--- src/skix_pkg.sv ---
// Shared constants, codes and types of the sorted key index.
`default_nettype none
package skix_pkg;

    localparam int CAPACITY = 1024;
    localparam int BUCKETS  = 128;
    localparam int KEY_W    = 32;
    localparam int ADDR_W   = $clog2(CAPACITY);
    localparam int CNT_W    = $clog2(CAPACITY) + 1;
    localparam int POS_W    = 10;
    localparam int BKT_W    = 7;
    localparam int STAT_W   = 3;

    localparam logic [STAT_W-1:0] ST_INSERTED  = 3'd0;
    localparam logic [STAT_W-1:0] ST_DUPLICATE = 3'd1;
    localparam logic [STAT_W-1:0] ST_FULL      = 3'd2;
    localparam logic [STAT_W-1:0] ST_FOUND     = 3'd3;
    localparam logic [STAT_W-1:0] ST_NOT_FOUND = 3'd4;

    typedef struct packed {
        logic             req_type;
        logic [KEY_W-1:0] record_key;
        logic [BKT_W-1:0] course_code;
        logic [BKT_W-1:0] region_code;
    } t_req;

    typedef struct packed {
        logic [STAT_W-1:0] status;
        logic [POS_W-1:0]  position;
        logic [POS_W-1:0]  prev_course_head;
        logic              prev_course_valid;
        logic [POS_W-1:0]  prev_region_head;
        logic              prev_region_valid;
    } t_res;

    typedef struct packed {
        logic             load;
        logic             srch_issue;
        logic             srch_step;
        logic             shift_init;
        logic             shift;
        logic             ins;
        logic             res_set;
        logic [STAT_W-1:0] res_code;
        logic             out_load;
    } t_cmd;

    typedef struct packed {
        logic lookup;
        logic lo_lt_hi;
        logic key_eq;
        logic full;
        logic shift_more;
        logic out_free;
    } t_sts;

endpackage
`default_nettype wire

--- src/skix_ctrl.sv ---
// Controller state machine of the sorted key index.
`default_nettype none
module skix_ctrl (
    input  wire logic          i_clk,
    input  wire logic          i_rst_n,
    input  wire logic          i_in_valid,
    output logic               o_in_ready,
    input  wire skix_pkg::t_sts i_sts,
    output skix_pkg::t_cmd     o_cmd
);

    localparam logic [2:0] S_IDLE  = 3'd0;
    localparam logic [2:0] S_SADDR = 3'd1;
    localparam logic [2:0] S_SCMP  = 3'd2;
    localparam logic [2:0] S_SHIFT = 3'd3;
    localparam logic [2:0] S_INS   = 3'd4;
    localparam logic [2:0] S_RESP  = 3'd5;

    logic [2:0] r_state;
    logic [2:0] n_state;

    always_ff @(posedge i_clk) begin
        if (!i_rst_n) begin
            r_state <= S_IDLE;
        end else begin
            r_state <= n_state;
        end
    end

    assign o_in_ready = (r_state == S_IDLE);

    always_comb begin
        n_state = r_state;
        o_cmd   = '0;
        unique case (r_state)
            S_IDLE: begin
                if (i_in_valid) begin
                    o_cmd.load = 1'b1;
                    n_state    = S_SADDR;
                end
            end
            S_SADDR: begin
                if (i_sts.lo_lt_hi) begin
                    o_cmd.srch_issue = 1'b1;
                    n_state          = S_SCMP;
                end else if (i_sts.lookup) begin
                    o_cmd.res_set  = 1'b1;
                    o_cmd.res_code = skix_pkg::ST_NOT_FOUND;
                    n_state        = S_RESP;
                end else if (i_sts.full) begin
                    o_cmd.res_set  = 1'b1;
                    o_cmd.res_code = skix_pkg::ST_FULL;
                    n_state        = S_RESP;
                end else begin
                    o_cmd.shift_init = 1'b1;
                    n_state          = S_SHIFT;
                end
            end
            S_SCMP: begin
                if (i_sts.key_eq) begin
                    o_cmd.res_set  = 1'b1;
                    o_cmd.res_code = i_sts.lookup ? skix_pkg::ST_FOUND
                                                  : skix_pkg::ST_DUPLICATE;
                    n_state        = S_RESP;
                end else begin
                    o_cmd.srch_step = 1'b1;
                    n_state         = S_SADDR;
                end
            end
            S_SHIFT: begin
                o_cmd.shift = 1'b1;
                if (!i_sts.shift_more) begin
                    n_state = S_INS;
                end
            end
            S_INS: begin
                o_cmd.ins      = 1'b1;
                o_cmd.res_set  = 1'b1;
                o_cmd.res_code = skix_pkg::ST_INSERTED;
                n_state        = S_RESP;
            end
            S_RESP: begin
                if (i_sts.out_free) begin
                    o_cmd.out_load = 1'b1;
                    n_state        = S_IDLE;
                end
            end
            default: begin
                n_state = S_IDLE;
            end
        endcase
    end

endmodule
`default_nettype wire

--- config.mk ---
export PLATFORM = sky130hd
export DESIGN_NAME = skix_ctrl
export DESIGN_NICKNAME = d
export VERILOG_FILES = /design/src/skix_pkg.sv /design/src/skix_ctrl.sv
export SDC_FILE = /design/constraint.sdc
export NUM_CORES = 1
export LEC_CHECK = 0
export BUFFER_PORTS_ARGS = -buffer_cell sky130_fd_sc_hd__buf_2
export CORE_AREA = 2 2 39 41
export CTS_BUF_LIST = sky130_fd_sc_hd__clkbuf_2
export DETAILED_ROUTE_END_ITERATION = 7
export DIE_AREA = 0 0 41 43
export GPL_ROUTABILITY_DRIVEN = 1
export PLACE_DENSITY = 0.57
export SLEW_MARGIN = 20
export SYNTH_ARGS = -nofsm -noshare
export SYNTH_HDL_FRONTEND = slang
export SYNTH_SLANG_ARGS = --single-unit
--- constraint.sdc ---
create_clock -name i_clk -period 2.4 [get_ports i_clk]
set_input_delay 0.48 -clock i_clk [delete_from_list [all_inputs] [get_ports i_clk]]
set_output_delay 0.48 -clock i_clk [all_outputs]
set_load 0.05 [all_outputs]
* Word-level counts from Yosys, hierarchy flattened
Cells that the tools add are included.
** Operators by class
- Reduce and logical (&&, ||, !) cells :: 2
- Eq/ne operators :: 8
- Mux-type cells :: 28
** Operator list (number)
- two-way mux 3 bit :: 7
- case mux 3 bit (6 select lines) :: 1
- two-way mux 4 bit :: 4
- two-way mux 1 bit :: 14
- case mux 4 bit (3 select lines) :: 1
- equality test 3 x 2 -> 1 bit, second input constant :: 2
- equality test 3 bit, second input constant :: 2
- != test 2 bit, second input constant :: 3
- equality test 3 x 1 -> 1 bit, second input constant :: 1
- zero test 3 bit :: 1
- AND reduction 3 bit :: 1
- two-way mux 2 bit :: 1
** Storage, ports and cells
- Bits in registers :: 3
- Input port bits :: 9

* Longest topological paths before layout
- Depth in word-level cells :: 4
- Depth in mapped cells :: 4
- Depth with buffers taken out :: 4

* Least setup slack after synthesis
No wires, ideal clock.
- Path type :: reg-to-output
- Start point :: register r_state[2]
- End point :: output o_cmd[10] in the netlist's numbering
- Cell stages (with the launch flop) :: 4
- Data required time :: 1920 ps
- Slack :: -288 ps
- Data arrival time :: 2208 ps
- Buffers on the path :: 1
- Path through :: dfxtp_1 > buf_2 > nor3_1 > and2_1
** RTL lines
- from (decl) :: line skix_ctrl.sv:19 : logic [2:0] r_state;
- from (signal assigned) :: line skix_ctrl.sv:26 : r_state <= n_state;
- to (decl) :: line skix_ctrl.sv:9 : output skix_pkg::t_cmd o_cmd

==> results_dict.tcl <==
set metrics [dict create \
    reg2regPathDepth 4 \
    grt_pass1_wl_mm 1.19 \
    synth_edf_count 0 \
    yosys.cell_count.top_type "nand2_1" \
    vdd_drop_max_v 0.000291 \
    via_per_inst 4.54 \
    nFillCells 170 \
    yosys-top-cells-count "nand2_1 (6), nor2_1 (5), o21ai_0 (4)" \
    leakagePower_nw 0.211 \
    finalPower_w 0.000265 \
    n_antenna_cell 0 \
    setup_viol 0 \
    timing.hold.ws_ns 0.511 \
    grt-ovfl-total 0 \
    drc 0 \
    detail_route.wl_per_cell_um 9.37 \
    gp_congestion 0.718 \
    synth_top_area_share 0.197 \
    worstPathArrival_ns 1.61 \
    fp.dieArea_sq_um 1760 \
    area_growth_pct 45.9 \
    die_y_um 43 \
    antenna_left 0 \
    drv_slew 0 \
    relSlewSlack 0.662 \
    fin_crit_sh 0.872 \
    cts.sinks 3 \
    synth_cells 44 \
    cts_resized 0 \
    antenna_found_initial 0 \
    setup_tns_ns 0 \
    io_pins 21 \
    cts_tree "yes" \
    port_buffers 20 \
    crit_fanout 12 \
    cp_data_required_time_ns 1.92 \
    drtIter0Drc 5 \
    clockRootBuffer "clkbuf_2" \
    status "completed" \
    cts_buffers 3 \
    ctsHoldBuffers 0 \
    min_period_ns 2.09 \
    path_class "register to primary output" \
    worst_setup_path_end_kind "primary output" \
    rsz0062_at_grt "no" \
    drive_above_1_share 0.448 \
    routed_wl_um 778 \
    fin_skew_ns 0.00137 \
    worst_pin_slew_ns 0.506 \
    htree_levels 1 \
    synthFlopType "dfxtp_1" \
    regMostFlops "r_state" \
    syn_area_sq_um 305 \
    maxClockFrequency_mhz 478 \
    top_regs "r_state (3)" \
    synthTopCellsByArea "dfxtp_1 (20%), nand2_1 (7.4%), o21ai_0 (6.6%), and2_1 (6.1%), nor2_1 (6.1%)" \
    postSynthAreaPerCell_sq_um 6.94 \
    ys_ff_latch 3 \
    insertion_delay_ns 0.20 \
    hpwl_um 657 \
    start_util 0.221 \
    hold_depth 2 \
    cts_setup_buffers 0 \
    largest_reg_flops 3 \
    worstHoldPathType "input pin to register" \
    grt_pass1_vias 314 \
    async_flop_share 0 \
    clk_path_buf_depth 2 \
    yosys_warnings 0 \
    core_sq_um 1380 \
    hold_violations 0 \
    fin_nets 77 \
    clk_pin_slew_ns 0.04 \
    max_cap_violations 0 \
    syn_nets 53 \
    dr_total_vias 377 \
    yosysSeqAreaShare 0.197 \
    startpoint_type "register" \
    yosysTopAreaCell "dfxtp_1" \
    grt_max_degree 13 \
    grt_usage 0.0983 \
    first_pass_iters 2 \
    powerDensity_nw_per_um2 596 \
    yosysUniqueCellTypes 21 \
    fp-row-count 14 \
    die_x_um 41 \
]
==> report_power, final <==
part,switching [W],internal (W),leakage (nW)
Clock,0.0000263,0.0000440,0.0166
Combinational,0.0000893,0.0000377,0.170
Sequential,0.0000128,0.0000551,0.0246
==> logic make-up (layout without fill, tap and decap cells) <==
family	after synthesis	after routing	synth area share
and+or+nand+nor	27	27	0.525
DFF	3	3	0.197
AOI/OAI and AO/OA	11	11	0.238
buffers and inverters	3	26	0.0410
==> worst max-delay path: stages (launching register included) <==
cell	delay, ns
dfxtp_1	0.55
nand2b_2	0.23
nor3b_2	0.07
or3_1	0.35
buf_2	0.21
==> cells in the final DEF, fill, tap and decap left out, drive strengths merged, types with 2 or more instances in the layout <==
cell type	instances
nand2	6
nor2	5
buf	20
nor3	3
o21ai	5
clkbuf	4
inv	2
and2	3
a21oi	3
dfxtp	3
nor3b	2
nand2b	4
a2111oi	2
==> routing by layer <==
layer / vias to the layer above / GRT usage / part of all wire
met1: 161 / 0.119 / 0.44
met3: 0 / 0.0524 / 0.091
met2: 14 / 0.141 / 0.47
met5: - / 0 / 0
met4: 0 / 0.0400 / 0
li1: 202 / - / -
==> area by class of cell <==
cell class	count	area [sq um]	share of cell area
inverters	2	7.51	0.0169
repair buffers	20	100	0.225
flip-flops and latches	3	60.1	0.135
multi-input cells	38	238	0.534
clock buffers	4	20.0	0.0449
well taps	16	20.0	0.0449
==> worst paths after layout <==
check / start / end / slack (ns)
hold / removal: i_rst_n / r_state[0] / 0.51
setup reg to reg: r_state[2] / r_state[2] / 0.79
hold reg to reg: r_state[1] / r_state[0] / 0.68
setup / recovery: r_state[2] / o_cmd[4] / 0.31
==> per-stage QoR <==
| step | setup slack, ns | area, sq um | cells | util |
|---|---|---|---|---|
| 6_report | 0.307 | 445 | 83 | 0.322 |
| 5_1_grt | 0.190 | 445 | 83 | 0.322 |
| 4_1_cts | 0.288 | 445 | 83 | 0.322 |
| 3_5_place_dp | 0.532 | 425 | 79 | 0.307 |
| 3_3_place_gp | 0.538 | 425 | 79 | 0.307 |
| 2_1_floorplan | 0.00410 | 310 | 44 | - |
Note: power is estimated with default switching activity, not from simulation.
